$ cat config.mk
export PLATFORM = sky130hd
export DESIGN_NAME = utf8_ansi_escape_byte_parser_unit
export DESIGN_NICKNAME = d
export VERILOG_FILES = /design/src/design/uaep_pkg.sv /design/src/design/uaep_ctrl.sv /design/src/design/uaep_dpath.sv /design/src/design/utf8_ansi_escape_byte_parser_unit.sv
export SDC_FILE = /design/constraint.sdc
export NUM_CORES = 1
export LEC_CHECK = 0
export BUFFER_PORTS_ARGS = -buffer_cell sky130_fd_sc_hd__buf_2
export CAP_MARGIN = 5
export CORE_ASPECT_RATIO = 1.2
export CORE_UTILIZATION = 30
export CTS_CLUSTER_DIAMETER = 80
export DETAILED_ROUTE_END_ITERATION = 8
export GPL_TIMING_DRIVEN = 0
export PLACE_DENSITY_LB_ADDON = 0.15
export SLEW_MARGIN = 30
export SYNTH_ARGS = -nofsm -noshare
export SYNTH_HDL_FRONTEND = slang
export SYNTH_SLANG_ARGS = --single-unit
$ cat constraint.sdc
create_clock -name clk_i -period 5.02 [get_ports clk_i]
set_input_delay 0.753 -clock clk_i [delete_from_list [all_inputs] [get_ports clk_i]]
set_output_delay 0.753 -clock clk_i [all_outputs]
set_load 0.01 [all_outputs]
$ cat src/design/uaep_pkg.sv
// shared types and constants for the utf-8 / ansi escape byte parser
// no dependencies; imported by the controller, the datapath and the top level
package uaep_pkg;

  // result field widths
  localparam int unsigned KIND_W  = 3;
  localparam int unsigned VALUE_W = 21;
  localparam int unsigned COUNT_W = 4;
  localparam int unsigned INDEX_W = 3;
  localparam int unsigned AVAL_W  = 10;
  localparam int unsigned BYTE_W  = 8;
  localparam int unsigned TDATA_W = 40;

  // token kinds
  localparam logic [KIND_W-1:0] KIND_CODEPOINT = 3'd0;
  localparam logic [KIND_W-1:0] KIND_CONTROL   = 3'd1;
  localparam logic [KIND_W-1:0] KIND_SAVE      = 3'd2;
  localparam logic [KIND_W-1:0] KIND_RESTORE   = 3'd3;
  localparam logic [KIND_W-1:0] KIND_CSI       = 3'd4;

  // parser modes
  localparam logic [1:0] MODE_GROUND = 2'd0;
  localparam logic [1:0] MODE_ESC    = 2'd1;
  localparam logic [1:0] MODE_CSI    = 2'd2;

  // byte codes
  localparam logic [BYTE_W-1:0] BYTE_ESC    = 8'h1b;
  localparam logic [BYTE_W-1:0] BYTE_LBRACK = 8'h5b;
  localparam logic [BYTE_W-1:0] BYTE_SAVE   = 8'h37;
  localparam logic [BYTE_W-1:0] BYTE_REST   = 8'h38;
  localparam logic [BYTE_W-1:0] BYTE_SEMI   = 8'h3b;
  localparam logic [BYTE_W-1:0] BYTE_DIG0   = 8'h30;
  localparam logic [BYTE_W-1:0] BYTE_DIG9   = 8'h39;
  localparam logic [BYTE_W-1:0] BYTE_SPACE  = 8'h20;
  localparam logic [BYTE_W-1:0] BYTE_DEL    = 8'h7f;
  localparam logic [BYTE_W-1:0] BYTE_FIN_LO = 8'h40;
  localparam logic [BYTE_W-1:0] BYTE_FIN_HI = 8'h7e;
  localparam logic [BYTE_W-1:0] LEAD2_LO    = 8'hc2;
  localparam logic [BYTE_W-1:0] LEAD2_HI    = 8'hdf;
  localparam logic [BYTE_W-1:0] LEAD3_LO    = 8'he0;
  localparam logic [BYTE_W-1:0] LEAD3_HI    = 8'hef;
  localparam logic [BYTE_W-1:0] LEAD4_LO    = 8'hf0;
  localparam logic [BYTE_W-1:0] LEAD4_HI    = 8'hf4;

  // codepoint limits
  localparam logic [VALUE_W-1:0] REPL_CP  = 21'h00fffd;
  localparam logic [VALUE_W-1:0] CP_MAX   = 21'h10ffff;
  localparam logic [VALUE_W-1:0] SURR_LO  = 21'h00d800;
  localparam logic [VALUE_W-1:0] SURR_HI  = 21'h00dfff;
  localparam logic [16:0]        MIN_2B   = 17'h00080;
  localparam logic [16:0]        MIN_3B   = 17'h00800;
  localparam logic [16:0]        MIN_4B   = 17'h10000;
  localparam logic [13:0]        ARG_CAP  = 14'd999;

  // controller to datapath
  typedef struct packed {
    logic capture;    // take the input word into the byte register
    logic step;       // commit the evaluated parser state
    logic load_eval;  // load the evaluated token into the output register
    logic load_arg;   // load the current csi parameter into the output register
    logic arg_start;  // restart the parameter counter
  } uaep_cmd_t;

  // datapath to controller
  typedef struct packed {
    logic emit;       // evaluated byte yields one token
    logic replay;     // token is a replacement, the byte must be evaluated again
    logic multi;      // csi final byte with parameters
    logic out_free;   // output register can take a word this cycle
    logic arg_last;   // counter points at the last parameter
  } uaep_sts_t;

endpackage

$ cat src/design/uaep_ctrl.sv
// sequencing state machine for the byte parser
// depends on uaep_pkg; drives commands into uaep_dpath and reads its status
module uaep_ctrl (
  input  logic               clk_i,
  input  logic               rst_ni,
  input  logic               in_valid_i,
  output logic               in_ready_o,
  input  uaep_pkg::uaep_sts_t sts_i,
  output uaep_pkg::uaep_cmd_t cmd_o
);
  import uaep_pkg::*;

  typedef enum logic [2:0] {
    ST_IDLE = 3'b001,
    ST_EVAL = 3'b010,
    ST_ARGS = 3'b100
  } uaep_state_e;

  uaep_state_e state_q, state_d;

  assign in_ready_o = (state_q == ST_IDLE);

  // next state and commands
  always_comb begin
    state_d = state_q;
    cmd_o   = '0;
    unique case (state_q)
      ST_IDLE: begin
        if (in_valid_i) begin
          cmd_o.capture = 1'b1;
          state_d       = ST_EVAL;
        end
      end
      ST_EVAL: begin
        if (sts_i.replay) begin
          // replacement first, same byte again next cycle
          if (sts_i.out_free) begin
            cmd_o.load_eval = 1'b1;
            cmd_o.step      = 1'b1;
          end
        end else if (sts_i.multi) begin
          cmd_o.arg_start = 1'b1;
          state_d         = ST_ARGS;
        end else if (sts_i.emit) begin
          if (sts_i.out_free) begin
            cmd_o.load_eval = 1'b1;
            cmd_o.step      = 1'b1;
            state_d         = ST_IDLE;
          end
        end else begin
          cmd_o.step = 1'b1;
          state_d    = ST_IDLE;
        end
      end
      ST_ARGS: begin
        if (sts_i.out_free) begin
          cmd_o.load_arg = 1'b1;
          if (sts_i.arg_last) begin
            cmd_o.step = 1'b1;
            state_d    = ST_IDLE;
          end
        end
      end
      default: begin
        state_d = ST_IDLE;
      end
    endcase
  end

  // state register
  always_ff @(posedge clk_i or negedge rst_ni) begin
    if (!rst_ni) begin
      state_q <= ST_IDLE;
    end else begin
      state_q <= state_d;
    end
  end

endmodule

$ cat src/design/uaep_dpath.sv
// parser datapath: utf-8 decoder, escape/csi state, parameter store, output register
// depends on uaep_pkg; controlled by uaep_ctrl
module uaep_dpath #(
  parameter int unsigned MAX_ARGS = 8
) (
  input  logic                            clk_i,
  input  logic                            rst_ni,
  input  logic [uaep_pkg::BYTE_W-1:0]     in_byte_i,
  input  uaep_pkg::uaep_cmd_t             cmd_i,
  output uaep_pkg::uaep_sts_t             sts_o,
  input  logic                            out_ready_i,
  output logic                            out_valid_o,
  output logic [uaep_pkg::KIND_W-1:0]     token_kind_o,
  output logic [uaep_pkg::VALUE_W-1:0]    token_value_o,
  output logic [uaep_pkg::COUNT_W-1:0]    arg_count_o,
  output logic [uaep_pkg::INDEX_W-1:0]    arg_index_o,
  output logic [uaep_pkg::AVAL_W-1:0]     arg_value_o,
  output logic                            arg_present_o,
  output logic                            last_of_run_o
);
  import uaep_pkg::*;

  localparam int unsigned TW = $clog2(MAX_ARGS + 1);
  localparam int unsigned IW = (MAX_ARGS > 1) ? $clog2(MAX_ARGS) : 1;

  // byte under evaluation
  logic [BYTE_W-1:0] byte_q;

  // parser and decoder state
  logic [1:0]         mode_q, mode_d;
  logic [VALUE_W-1:0] acc_q, acc_d;
  logic [1:0]         left_q, left_d;
  logic [16:0]        min_q, min_d;
  logic [TW-1:0]      total_q, total_d;
  logic               ovf_q, ovf_d;
  logic [AVAL_W-1:0]  cur_val_q, cur_val_d;
  logic               cur_set_q, cur_set_d;

  // committed parameters, entries below total minus one
  logic [AVAL_W-1:0]  arg_val_q [MAX_ARGS];
  logic               arg_set_q [MAX_ARGS];
  logic               wr_en;
  logic [IW-1:0]      wr_idx;

  // parameter counter
  logic [IW-1:0]      idx_q;

  // evaluated token
  logic               ev_emit;
  logic               ev_replay;
  logic               ev_multi;
  logic               ev_last;
  logic [KIND_W-1:0]  ev_kind;
  logic [VALUE_W-1:0] ev_value;

  // output register
  logic               out_valid_q;
  logic [KIND_W-1:0]  out_kind_q;
  logic [VALUE_W-1:0] out_value_q;
  logic [COUNT_W-1:0] out_count_q;
  logic [INDEX_W-1:0] out_index_q;
  logic [AVAL_W-1:0]  out_aval_q;
  logic               out_pres_q;
  logic               out_last_q;

  // helpers
  logic [VALUE_W-1:0] acc_sh;
  logic               cp_bad;
  logic [13:0]        dig_base;
  logic [13:0]        dig_prod;
  logic [TW-1:0]      eff_total;
  logic [TW-1:0]      total_m1;
  logic [TW-1:0]      idx_ext;
  logic               rd_cur;
  logic [AVAL_W-1:0]  rd_val;
  logic               rd_set;
  logic [TW+3:0]      total_wide;
  logic [IW+3:0]      idx_wide;
  logic               out_free;
  logic               is_lead;

  assign acc_sh    = {acc_q[VALUE_W-7:0], byte_q[5:0]};
  assign cp_bad    = (acc_sh < VALUE_W'(min_q)) || (acc_sh > CP_MAX)
                   || ((acc_sh >= SURR_LO) && (acc_sh <= SURR_HI));
  assign dig_base  = cur_set_q ? 14'(cur_val_q) : 14'd0;
  assign dig_prod  = (dig_base << 3) + (dig_base << 1) + 14'(byte_q[3:0]);
  assign eff_total = (total_q == '0) ? TW'(1) : total_q;
  assign is_lead   = (byte_q >= LEAD2_LO) && (byte_q <= LEAD4_HI);

  // evaluate one byte against the current state
  always_comb begin
    mode_d    = mode_q;
    acc_d     = acc_q;
    left_d    = left_q;
    min_d     = min_q;
    total_d   = total_q;
    ovf_d     = ovf_q;
    cur_val_d = cur_val_q;
    cur_set_d = cur_set_q;
    wr_en     = 1'b0;
    wr_idx    = IW'(eff_total - TW'(1));
    ev_emit   = 1'b0;
    ev_replay = 1'b0;
    ev_multi  = 1'b0;
    ev_last   = 1'b1;
    ev_kind   = KIND_CODEPOINT;
    ev_value  = '0;
    case (mode_q)
      MODE_ESC: begin
        mode_d    = MODE_GROUND;
        total_d   = '0;
        ovf_d     = 1'b0;
        cur_val_d = '0;
        cur_set_d = 1'b0;
        if (byte_q == BYTE_LBRACK) begin
          mode_d = MODE_CSI;
          acc_d  = '0;
          left_d = '0;
          min_d  = '0;
        end else if (byte_q == BYTE_SAVE) begin
          ev_emit = 1'b1;
          ev_kind = KIND_SAVE;
        end else if (byte_q == BYTE_REST) begin
          ev_emit = 1'b1;
          ev_kind = KIND_RESTORE;
        end
      end
      MODE_CSI: begin
        if ((byte_q >= BYTE_DIG0) && (byte_q <= BYTE_DIG9)) begin
          // accumulate a decimal digit, capped
          if (total_q == '0) begin
            total_d = TW'(1);
          end
          cur_set_d = 1'b1;
          if (dig_prod > ARG_CAP) begin
            ovf_d     = 1'b1;
            cur_val_d = AVAL_W'(dig_base);
          end else begin
            cur_val_d = dig_prod[AVAL_W-1:0];
          end
        end else if (byte_q == BYTE_SEMI) begin
          // close the current parameter, open an unset one; with the list full, flag overflow instead
          total_d = eff_total;
          if (eff_total >= TW'(MAX_ARGS)) begin
            ovf_d = 1'b1;
          end else begin
            wr_en     = 1'b1;
            cur_val_d = '0;
            cur_set_d = 1'b0;
            total_d   = eff_total + TW'(1);
          end
        end else begin
          mode_d    = MODE_GROUND;
          total_d   = '0;
          ovf_d     = 1'b0;
          cur_val_d = '0;
          cur_set_d = 1'b0;
          if ((byte_q >= BYTE_FIN_LO) && (byte_q <= BYTE_FIN_HI) && !ovf_q) begin
            if (total_q == '0) begin
              ev_emit  = 1'b1;
              ev_kind  = KIND_CSI;
              ev_value = VALUE_W'(byte_q);
            end else begin
              ev_multi = 1'b1;
            end
          end
        end
      end
      default: begin
        mode_d = MODE_GROUND;
        if (byte_q == BYTE_ESC) begin
          // partial utf-8 sequence is dropped
          acc_d  = '0;
          left_d = '0;
          min_d  = '0;
          mode_d = MODE_ESC;
        end else if ((left_q != '0) && (byte_q[7:6] != 2'b10)) begin
          // broken sequence: replacement, then the byte again from a clear decoder
          acc_d     = '0;
          left_d    = '0;
          min_d     = '0;
          ev_emit   = 1'b1;
          ev_replay = 1'b1;
          ev_value  = REPL_CP;
          ev_last   = is_lead;
        end else if (left_q != '0) begin
          if (left_q == 2'd1) begin
            acc_d    = '0;
            left_d   = '0;
            min_d    = '0;
            ev_emit  = 1'b1;
            ev_value = cp_bad ? REPL_CP : acc_sh;
          end else begin
            acc_d  = acc_sh;
            left_d = left_q - 2'd1;
          end
        end else if (byte_q < BYTE_SPACE) begin
          ev_emit  = 1'b1;
          ev_kind  = KIND_CONTROL;
          ev_value = VALUE_W'(byte_q);
        end else if (byte_q < BYTE_DEL) begin
          ev_emit  = 1'b1;
          ev_value = VALUE_W'(byte_q);
        end else if ((byte_q >= LEAD2_LO) && (byte_q <= LEAD2_HI)) begin
          acc_d  = VALUE_W'(byte_q[4:0]);
          min_d  = MIN_2B;
          left_d = 2'd1;
        end else if ((byte_q >= LEAD3_LO) && (byte_q <= LEAD3_HI)) begin
          acc_d  = VALUE_W'(byte_q[3:0]);
          min_d  = MIN_3B;
          left_d = 2'd2;
        end else if ((byte_q >= LEAD4_LO) && (byte_q <= LEAD4_HI)) begin
          acc_d  = VALUE_W'(byte_q[2:0]);
          min_d  = MIN_4B;
          left_d = 2'd3;
        end else begin
          ev_emit  = 1'b1;
          ev_value = REPL_CP;
        end
      end
    endcase
  end

  // parameter read at the counter; the newest one still sits in the open slot
  assign total_m1   = total_q - TW'(1);
  assign idx_ext    = TW'(idx_q);
  assign rd_cur     = (idx_ext == total_m1);
  assign rd_val     = rd_cur ? cur_val_q : arg_val_q[idx_q];
  assign rd_set     = rd_cur ? cur_set_q : arg_set_q[idx_q];
  assign total_wide = (TW + 4)'(total_q);
  assign idx_wide   = (IW + 4)'(idx_q);

  assign out_free = !out_valid_q || out_ready_i;

  // status to the controller
  always_comb begin
    sts_o          = '0;
    sts_o.emit     = ev_emit;
    sts_o.replay   = ev_replay;
    sts_o.multi    = ev_multi;
    sts_o.out_free = out_free;
    sts_o.arg_last = rd_cur;
  end

  // byte register
  always_ff @(posedge clk_i) begin
    if (cmd_i.capture) begin
      byte_q <= in_byte_i;
    end
  end

  // parser state
  always_ff @(posedge clk_i or negedge rst_ni) begin
    if (!rst_ni) begin
      mode_q    <= MODE_GROUND;
      acc_q     <= '0;
      left_q    <= '0;
      min_q     <= '0;
      total_q   <= '0;
      ovf_q     <= 1'b0;
      cur_val_q <= '0;
      cur_set_q <= 1'b0;
    end else if (cmd_i.step) begin
      mode_q    <= mode_d;
      acc_q     <= acc_d;
      left_q    <= left_d;
      min_q     <= min_d;
      total_q   <= total_d;
      ovf_q     <= ovf_d;
      cur_val_q <= cur_val_d;
      cur_set_q <= cur_set_d;
    end
  end

  // parameter store, written when a separator closes a parameter
  always_ff @(posedge clk_i) begin
    if (cmd_i.step && wr_en) begin
      arg_val_q[wr_idx] <= cur_val_q;
      arg_set_q[wr_idx] <= cur_set_q;
    end
  end

  // parameter counter
  always_ff @(posedge clk_i or negedge rst_ni) begin
    if (!rst_ni) begin
      idx_q <= '0;
    end else if (cmd_i.arg_start) begin
      idx_q <= '0;
    end else if (cmd_i.load_arg && !rd_cur) begin
      idx_q <= idx_q + IW'(1);
    end
  end

  // output valid
  always_ff @(posedge clk_i or negedge rst_ni) begin
    if (!rst_ni) begin
      out_valid_q <= 1'b0;
    end else if (cmd_i.load_eval || cmd_i.load_arg) begin
      out_valid_q <= 1'b1;
    end else if (out_ready_i) begin
      out_valid_q <= 1'b0;
    end
  end

  // output payload
  always_ff @(posedge clk_i) begin
    if (cmd_i.load_eval) begin
      out_kind_q  <= ev_kind;
      out_value_q <= ev_value;
      out_count_q <= '0;
      out_index_q <= '0;
      out_aval_q  <= '0;
      out_pres_q  <= 1'b0;
      out_last_q  <= ev_last;
    end else if (cmd_i.load_arg) begin
      out_kind_q  <= KIND_CSI;
      out_value_q <= VALUE_W'(byte_q);
      out_count_q <= total_wide[COUNT_W-1:0];
      out_index_q <= idx_wide[INDEX_W-1:0];
      out_aval_q  <= rd_set ? rd_val : '0;
      out_pres_q  <= rd_set;
      out_last_q  <= rd_cur;
    end
  end

  assign out_valid_o   = out_valid_q;
  assign token_kind_o  = out_kind_q;
  assign token_value_o = out_value_q;
  assign arg_count_o   = out_count_q;
  assign arg_index_o   = out_index_q;
  assign arg_value_o   = out_aval_q;
  assign arg_present_o = out_pres_q;
  assign last_of_run_o = out_last_q;

endmodule

$ cat src/design/utf8_ansi_escape_byte_parser_unit.sv
// Console byte parser: UTF-8 decoding plus ESC / CSI sequence parsing.
// Depends on uaep_pkg, uaep_ctrl and uaep_dpath.
//
// Usage:
//   The slave stream takes one console byte per word. The master stream gives
//   tokens: codepoints, control bytes, cursor save/restore and CSI commands.
//   A CSI final byte gives one word per collected parameter; tlast marks the
//   last word caused by one input byte. Bytes that cause nothing give no word.
// Timing:
//   A byte is taken when s_axis_tready is high, which holds in the idle state
//   only. It is evaluated in the next cycle. A byte that breaks a UTF-8
//   sequence gives a replacement first and is then evaluated again; a CSI
//   final byte with N parameters gives N words, one per parameter, read from
//   the parameter store, the last one from the open slot.
// Reset and stall:
//   Reset puts the parser in ground state with an empty decoder and no
//   parameters, and empties the output register. A stalled master side holds
//   the current word; more bytes are taken and evaluated meanwhile, and the
//   block waits at the first byte that has a token to place.
module utf8_ansi_escape_byte_parser_unit #(
  parameter int unsigned MAX_ARGS = 8
) (
  input  logic        clk_i,
  input  logic        rst_ni,
  input  logic        s_axis_tvalid,
  output logic        s_axis_tready,
  input  logic [7:0]  s_axis_tdata,   // [7:0] in_byte
  output logic        m_axis_tvalid,
  input  logic        m_axis_tready,
  output logic [39:0] m_axis_tdata,   // [20:0] token_value, [24:21] arg_count,
                                      // [27:25] arg_index, [37:28] arg_value,
                                      // [38] arg_present, [39] zero
  output logic [2:0]  m_axis_tuser,   // [2:0] token_kind
  output logic        m_axis_tlast    // last_of_run
);
  import uaep_pkg::*;

  uaep_cmd_t          cmd;
  uaep_sts_t          sts;
  logic [VALUE_W-1:0] token_value;
  logic [COUNT_W-1:0] arg_count;
  logic [INDEX_W-1:0] arg_index;
  logic [AVAL_W-1:0]  arg_value;
  logic               arg_present;

  // sequencing
  uaep_ctrl u_ctrl (
    .clk_i      (clk_i),
    .rst_ni     (rst_ni),
    .in_valid_i (s_axis_tvalid),
    .in_ready_o (s_axis_tready),
    .sts_i      (sts),
    .cmd_o      (cmd)
  );

  // parser datapath
  uaep_dpath #(
    .MAX_ARGS (MAX_ARGS)
  ) u_dpath (
    .clk_i         (clk_i),
    .rst_ni        (rst_ni),
    .in_byte_i     (s_axis_tdata),
    .cmd_i         (cmd),
    .sts_o         (sts),
    .out_ready_i   (m_axis_tready),
    .out_valid_o   (m_axis_tvalid),
    .token_kind_o  (m_axis_tuser),
    .token_value_o (token_value),
    .arg_count_o   (arg_count),
    .arg_index_o   (arg_index),
    .arg_value_o   (arg_value),
    .arg_present_o (arg_present),
    .last_of_run_o (m_axis_tlast)
  );

  // pack the result word
  assign m_axis_tdata = {1'b0, arg_present, arg_value, arg_index, arg_count, token_value};

endmodule

Word level (Yosys, flattened, before mapping)
Memory sizes are Yosys's and may differ from the RTL's. Cells that the tools add are included.

Memory bits (writable): 88. Register bits after elaboration: 110. Input port bits: 12. Memories kept: 2. Output and inout port bits: 46.

Eq/ne operators: 27. $lt $le $gt $ge: 18. Add/subtract/negate cells: 7. Bitwise gates (word level): 1. Reductions and logical operators: 33. Mux-type cells: 156.

Memory list: u_dpath.arg_val_q (words 8, bits a word 10, read ports 1, clocked after memory_dff 0, write ports 1, RTL line uaep_dpath.sv:40) `logic [AVAL_W-1:0] arg_val_q [MAX_ARGS];`; u_dpath.arg_set_q (words 8, bits a word 1, read ports 1, clocked after memory_dff 0, write ports 1, RTL line uaep_dpath.sv:41) `logic arg_set_q [MAX_ARGS];`.

Operator list (number): 21-bit 2-to-1 mux (14); 17-bit 2-to-1 mux (10); 15-bit 2-to-1 mux (10); 10-bit 2-to-1 mux (7); 3-bit 2-to-1 mux (20); 1-bit 2-to-1 mux (59); 21-bit one-hot mux with 2 select lines (1); 2-bit 2-to-1 mux (17); 17-bit one-hot mux with 2 select lines (1); 15-bit one-hot mux with 2 select lines (1); 8-bit by 6-bit equality test with 1-bit output (second input constant) (3); 8-bit greater-or-equal comparator (second input constant) (3); 8-bit less-or-equal comparator (second input constant) (3); 21-bit by 16-bit greater-or-equal comparator with 1-bit output (second input constant) (1); 21-bit greater-than comparator (second input constant) (1); 21-bit by 16-bit less-or-equal comparator with 1-bit output (second input constant) (1); 21-bit by 17-bit < comparator with 1-bit output (1); 10-bit one-hot mux with 2 select lines (1); 16-bit 2-to-1 mux (1); 4-bit 2-to-1 mux (4); 14-bit adder (1); 14-bit by 4-bit adder with 14-bit output (1); 14-bit by 10-bit greater-than comparator with 1-bit output (second input constant) (1); 1-bit logical AND (11); 46 further kinds (69).

Depth between registers and ports, before layout
Word-level depth: 18. Depth in mapped cells: 12. Gate-level depth less buffers: 12.

Modules after synthesis
Synthesis repeated with hierarchy kept, for this count alone.

Cells, all modules: 689. Area, all modules: 8788.4 µm².

Modules (own cells, without submodules): uaep_dpath (times used 1, area each 8490.6 µm², cells an instance 655); uaep_ctrl (times used 1, area each 279.0 µm², cells an instance 31); utf8_ansi_escape_byte_parser_unit (times used 1, area each 18.8 µm², cells an instance 3).

Worst setup path after synthesis
No wires, ideal clock.

Kind: reg2reg. Start point: register u_dpath.cur_set_q. End point: register u_dpath.cur_val_q[3]. Buffers on the path: 1. Stages on the path, launching flop included: 13. Data arrival time: 3.468 ns. Period minus slack after synthesis: 3.589 ns. Setup time: 0.121 ns. Required time: 4.899 ns. Slack: 1.431 ns. Path through: dfrtp_1 -> clkbuf_1 -> and2_1 -> ha_1 -> ha_1 -> fa_1 -> a211oi_1 -> o21ai_0 -> a21o_1 -> a211oi_1 -> o31ai_1 -> a31o_2 -> a22o_1.

Word-level cells in the longest chain between the ends: 7.

RTL lines: start: declaration (RTL line uaep_dpath.sv:37) `logic cur_set_q, cur_set_d;`; start signal: assignment (RTL line uaep_dpath.sv:271) `cur_set_q <= cur_set_d;`; 10-bit 2-to-1 mux (*) (RTL line uaep_dpath.sv:85) `assign dig_base = cur_set_q ? 14'(cur_val_q) : 14'd0;`; 14-bit adder (RTL line uaep_dpath.sv:86) `assign dig_prod = (dig_base << 3) + (dig_base << 1) + 14'(byte_q[3:0]);`; 14-bit by 4-bit adder with 14-bit output (RTL line uaep_dpath.sv:86); 14-bit by 10-bit greater-than comparator with 1-bit output (RTL line uaep_dpath.sv:135) `if (dig_prod > ARG_CAP) begin`; 10-bit 2-to-1 mux (*) (RTL line uaep_dpath.sv:135); 10-bit 2-to-1 mux (*) (RTL line uaep_dpath.sv:129) `if ((byte_q >= BYTE_DIG0) && (byte_q <= BYTE_DIG9)) begin`; 10-bit one-hot mux with 2 select lines (*) (RTL line uaep_dpath.sv:108) `case (mode_q)`; end signal: assignment (RTL line uaep_dpath.sv:270) `cur_val_q <= cur_val_d;`; end: declaration (RTL line uaep_dpath.sv:36) `logic [AVAL_W-1:0] cur_val_q, cur_val_d;`.

Every way passes the cells marked *; elsewhere a longest branch is shown, timed or not. A chain may end at the register's enable or synchronous reset.

Worst setup path in the final report
Start point: register u_dpath.byte_q[2]. End point: register u_dpath.out_value_q[3], in the netlist u_dpath.token_value_o[3], enable pin.

Word-level cells in the longest chain between the ends: 16.

RTL lines: start: declaration (RTL line uaep_dpath.sv:27) `logic [BYTE_W-1:0] byte_q;`; start signal: assignment (RTL line uaep_dpath.sv:248) `byte_q <= in_byte_i;`; 8-bit greater-or-equal comparator or 8-bit less-or-equal comparator (tied branches) (RTL line uaep_dpath.sv:212) `end else if ((byte_q >= LEAD4_LO) && (byte_q <= LEAD4_HI)) begin`; 1-bit logical AND (RTL line uaep_dpath.sv:212); 1-bit 2-to-1 mux (RTL line uaep_dpath.sv:212); 1-bit 2-to-1 mux (RTL line uaep_dpath.sv:208) `end else if ((byte_q >= LEAD3_LO) && (byte_q <= LEAD3_HI)) begin`; 1-bit 2-to-1 mux (RTL line uaep_dpath.sv:204) `end else if ((byte_q >= LEAD2_LO) && (byte_q <= LEAD2_HI)) begin`; 1-bit 2-to-1 mux (RTL line uaep_dpath.sv:201) `end else if (byte_q < BYTE_DEL) begin`; 1-bit 2-to-1 mux (RTL line uaep_dpath.sv:197) `end else if (byte_q < BYTE_SPACE) begin`; 1-bit 2-to-1 mux (RTL line uaep_dpath.sv:186) `end else if (left_q != '0) begin`; 1-bit 2-to-1 mux (RTL line uaep_dpath.sv:177) `end else if ((left_q != '0) && (byte_q[7:6] != 2'b10)) begin`; 1-bit 2-to-1 mux (RTL line uaep_dpath.sv:171) `if (byte_q == BYTE_ESC) begin`; 1-bit one-hot mux with 2 select lines (RTL line uaep_dpath.sv:108); 1-bit 2-to-1 mux (RTL line uaep_ctrl.sv:44) `end else if (sts_i.emit) begin`; 2-bit 2-to-1 mux (RTL line uaep_ctrl.sv:41) `end else if (sts_i.multi) begin`; 2-bit 2-to-1 mux (*) (RTL line uaep_ctrl.sv:35) `if (sts_i.replay) begin`; 1-bit 2-to-1 mux (*) (RTL line uaep_ctrl.sv:27) `unique case (state_q)`; 2-bit nonzero test (no line) (*); end signal: assignment (RTL line uaep_dpath.sv:309) `out_value_q <= ev_value;`; end signal: assignment (RTL line uaep_dpath.sv:317) `out_value_q <= VALUE_W'(byte_q);`; end: declaration (RTL line uaep_dpath.sv:59) `logic [VALUE_W-1:0] out_value_q;`.

Marks and branches as above.

==> impl_metrics.py <==
metrics = {
    "timing": {
        "tightestPinTransition_ns": 0.820,
        "setup_violations": 0,
        "fin_setup_tns_ns": 0,
        "fin_skew_ns": 0.0138,
        "rsz0062_at_grt": "no",
        "min_period_ns": 4.53,
        "setup_ws_ns": 0.494,
        "fin_crit_sh_pct": 90.1,
        "hold_violations": 0,
        "fmax_mhz": 221,
        "relSlewSlack_pct": 44.9,
        "slew_viol_final": 0,
    },
    "cells_and_area": {
        "final_area_sq_um": 10500,
        "finish.utilization_pct": 35.4,
        "layout-drive-gt1-share_pct": 18.7,
        "nets": 866,
        "n_antenna_cell": 0,
        "syn_to_final_growth_pct": 15.9,
    },
    "drt": {
        "drt_iter0_markers": 384,
        "wirelength_microns": 22900,
        "vias": 6117,
        "routed_via_density": 5.00,
        "drc": 0,
        "ant_nets": 0,
        "drtPass1Iterations": 4,
        "routedWlPerCell_microns": 18.7,
    },
    "die": {
        "die_w_microns": 160,
        "fp.dieArea_sq_um": 30800,
        "initial_core_util_pct": 30.5,
        "num_rows": 69,
        "io_pins": 58,
        "die_y_microns": 192,
        "fp.coreArea_sq_um": 29600,
    },
    "clock_tree": {
        "cts_tree": "built",
        "clockBufferDepth": 2,
        "ctsRootBufferMaster": "clkbuf_16",
        "cts_setup_buffers": 0,
        "cts.sinks": 184,
        "htreeDepth": 4,
        "clk_latency_ns": 0.44,
        "clk_pin_slew_ns": 0.08,
        "cts_buffers": 17,
        "cts-hold-fix-buffers": 0,
    },
    "place": {
        "dp_hpwl_microns": 16300,
        "portBuffers": 56,
        "post-place-ws_ns": 0.216,
        "gpl.final_weighted_congestion": 0.767,
        "place_area_sq_um": 9850,
    },
    "grt": {
        "grt_max_degree": 46,
        "gr-total-overflow": 0,
        "grt_pass1_vias": 6244,
        "grt_use_met1_pct": 19.0,
        "grtUsageMet3_pct": 2.96,
        "track_usage_pct": 15.4,
        "met2_usage_pct": 27.6,
        "grt_pass1_wl_microns": 35900,
        "antenna_found_initial": 0,
        "busiest_layer": "met2",
    },
    "yosys": {
        "synth_area_leader_cell": "edfxtp_1",
        "synth.distinct_cells": 81,
        "async_reset_ff_share_pct": 24.5,
        "syn_inst": 745,
        "yosys-top-cells-area": "edfxtp_1, dfrtp_1, mux4_2",
        "synth-edff-count": 121,
        "synth_top_area_share_pct": 40.2,
        "ys_ff_latch": 184,
        "netlist_area_sq_um": 9040,
        "synth.most_common_cell": "edfxtp_1",
        "syn_area_per_cell_sq_um": 12.1,
        "synth-seq-area-share_pct": 56.6,
        "synth_nets": 790,
        "ys.flop_type": "edfxtp_1",
        "ys_warn_count": 0,
        "synth_commonest_cells": "edfxtp_1, nand2_1, nor2_1",
    },
    "worst_setup_path": {
        "cp_data_arrival_time_ns": 4.53,
        "worstPathCellList": "buf_2 > nand4b_1 > o311ai_0 > a221oi_2 > a21oi_1 > clkbuf_1 > clkinvlp_4",
        "critPathMaxStageDelay_ns": 0.79,
        "crit_path_end_kind": "flip-flop",
        "cp_slowest_cell": "o311ai_0",
        "start_kind": "flip-flop",
        "crit_type": "flip-flop to flip-flop",
        "worst_ep_required_time_ns": 5.03,
        "cp_max_fo": 25,
    },
    "status": {
        "status": "completed",
    },
    "pwr": {
        "power_per_cell_area_nw_per_um2": 414,
        "peakVddDrop_mv": 0.183,
        "leakagePower_nw": 4.08,
    },
    "min_path": {
        "hold_path_class": "input port to async pin",
    },
    "job": {
        "drv_cap": 0,
    },
}
[cell usage in the layout (no fill, tap or decap), drive strengths merged, types with 8 or more instances in the layout]
cell and n:
mux4 22, a21oi 33, nand2b 8, buf 70
clkbuf 41, ha 32, o21ai 48, dfrtp 44
a21o 16, clkinv 9, and2 18, nor3 22
nor2 57, edfxtp 121, nor3b 8, nand2 70
nand3 13, a22o 9, dfxtp 18, mux2i 13
inv 25
[state kept, by name (all words and copies together), names as in the netlist]
name,flops
u_ctrl.state_q,3
u_dpath.acc_q,15
u_dpath.arg_count_o,4
u_dpath.arg_index_o,3
u_dpath.arg_present_o,1
u_dpath.arg_set_q,8
u_dpath.arg_val_q,80
u_dpath.arg_value_o,10
u_dpath.byte_q,8
u_dpath.cur_set_q,1
u_dpath.cur_val_q,10
u_dpath.idx_q,3
u_dpath.last_of_run_o,1
u_dpath.left_q,2
u_dpath.min_q,3
u_dpath.mode_q,2
u_dpath.out_valid_o,1
u_dpath.ovf_q,1
u_dpath.token_kind_o,3
u_dpath.token_value_o,21
u_dpath.total_q,4
[report_power, final]
group,switching [W],internal [W]
clock network,0.000712,0.000687
registers,0.0000979,0.00175
logic,0.000712,0.000381
[area by class of cell]
cell class | instances | area [sq um]
Inverter | 20 | 78.8
Multi-Input combinational cell | 504 | 3700
Fill cell | 2916 | 19100
Buffer | 37 | 170
Sequential cell | 184 | 5120
Clock buffer | 17 | 425
Tap cell | 390 | 488
Timing Repair Buffer | 57 | 294
Clock inverter | 15 | 201
[metal layers]
layer | part of all wire (%) | wire [microns]
met5 | 0 | 0
met1 | 45 | 10300
met2 | 51 | 11800
met3 | 2.7 | 625
met4 | 0.88 | 201
[cell families after synthesis]
kind of cell             share of synthesized area (%)
flip-flops                                        56.6
multiplexers                                      7.54
other                                           0.0415
buffers and inverters                             2.67
AND/OR/NAND/NOR                                   13.9
XOR/XNOR                                          1.16
AO/OA/AOI/OAI                                     13.5
adder cells (fa/ha/maj)                           4.65
[timing repair]
item | in CTS | in global routing
gates resized for setup | 0 | 2
endpoints found under the setup margin | 0 | 32
endpoints found under the hold margin | 0 | 0
[per-stage QoR]
stage	total power (W)	instances	hold WS, ns
4_1_cts	0.00439	1224	0.338
3_5_place_dp	0.00299	1192	0.438
6_report	0.00434	1224	0.319
2_1_floorplan	0.00263	745	0.423
5_1_grt	0.00459	1224	0.351
3_3_place_gp	0.00297	1191	0.431
[critical path: cells and delay by family, from the launching register on]
family          cells  cell delay [ns]
compound gates      3             1.64
simple gates        1             0.40
flops               1             0.42
buf+inv             3             1.63
[path summary, 6_finish.rpt]
path	start	endpoint	slack, ns	cells past startpoint
max	u_dpath.byte_q[2]	u_dpath.token_value_o[3]	0.49	7
min	rst_ni	u_dpath.acc_q[13]	0.32	1
max reg2reg	u_dpath.byte_q[2]	u_dpath.token_value_o[3]	0.49	7
min reg2reg	u_dpath.arg_present_o	u_dpath.arg_present_o	0.45	2
max in group asynchronous	rst_ni	u_dpath.out_valid_o	4.25	1
min in group clk_i	u_dpath.arg_present_o	u_dpath.arg_present_o	0.45	2
Note: power is estimated with default switching activity, not from simulation.
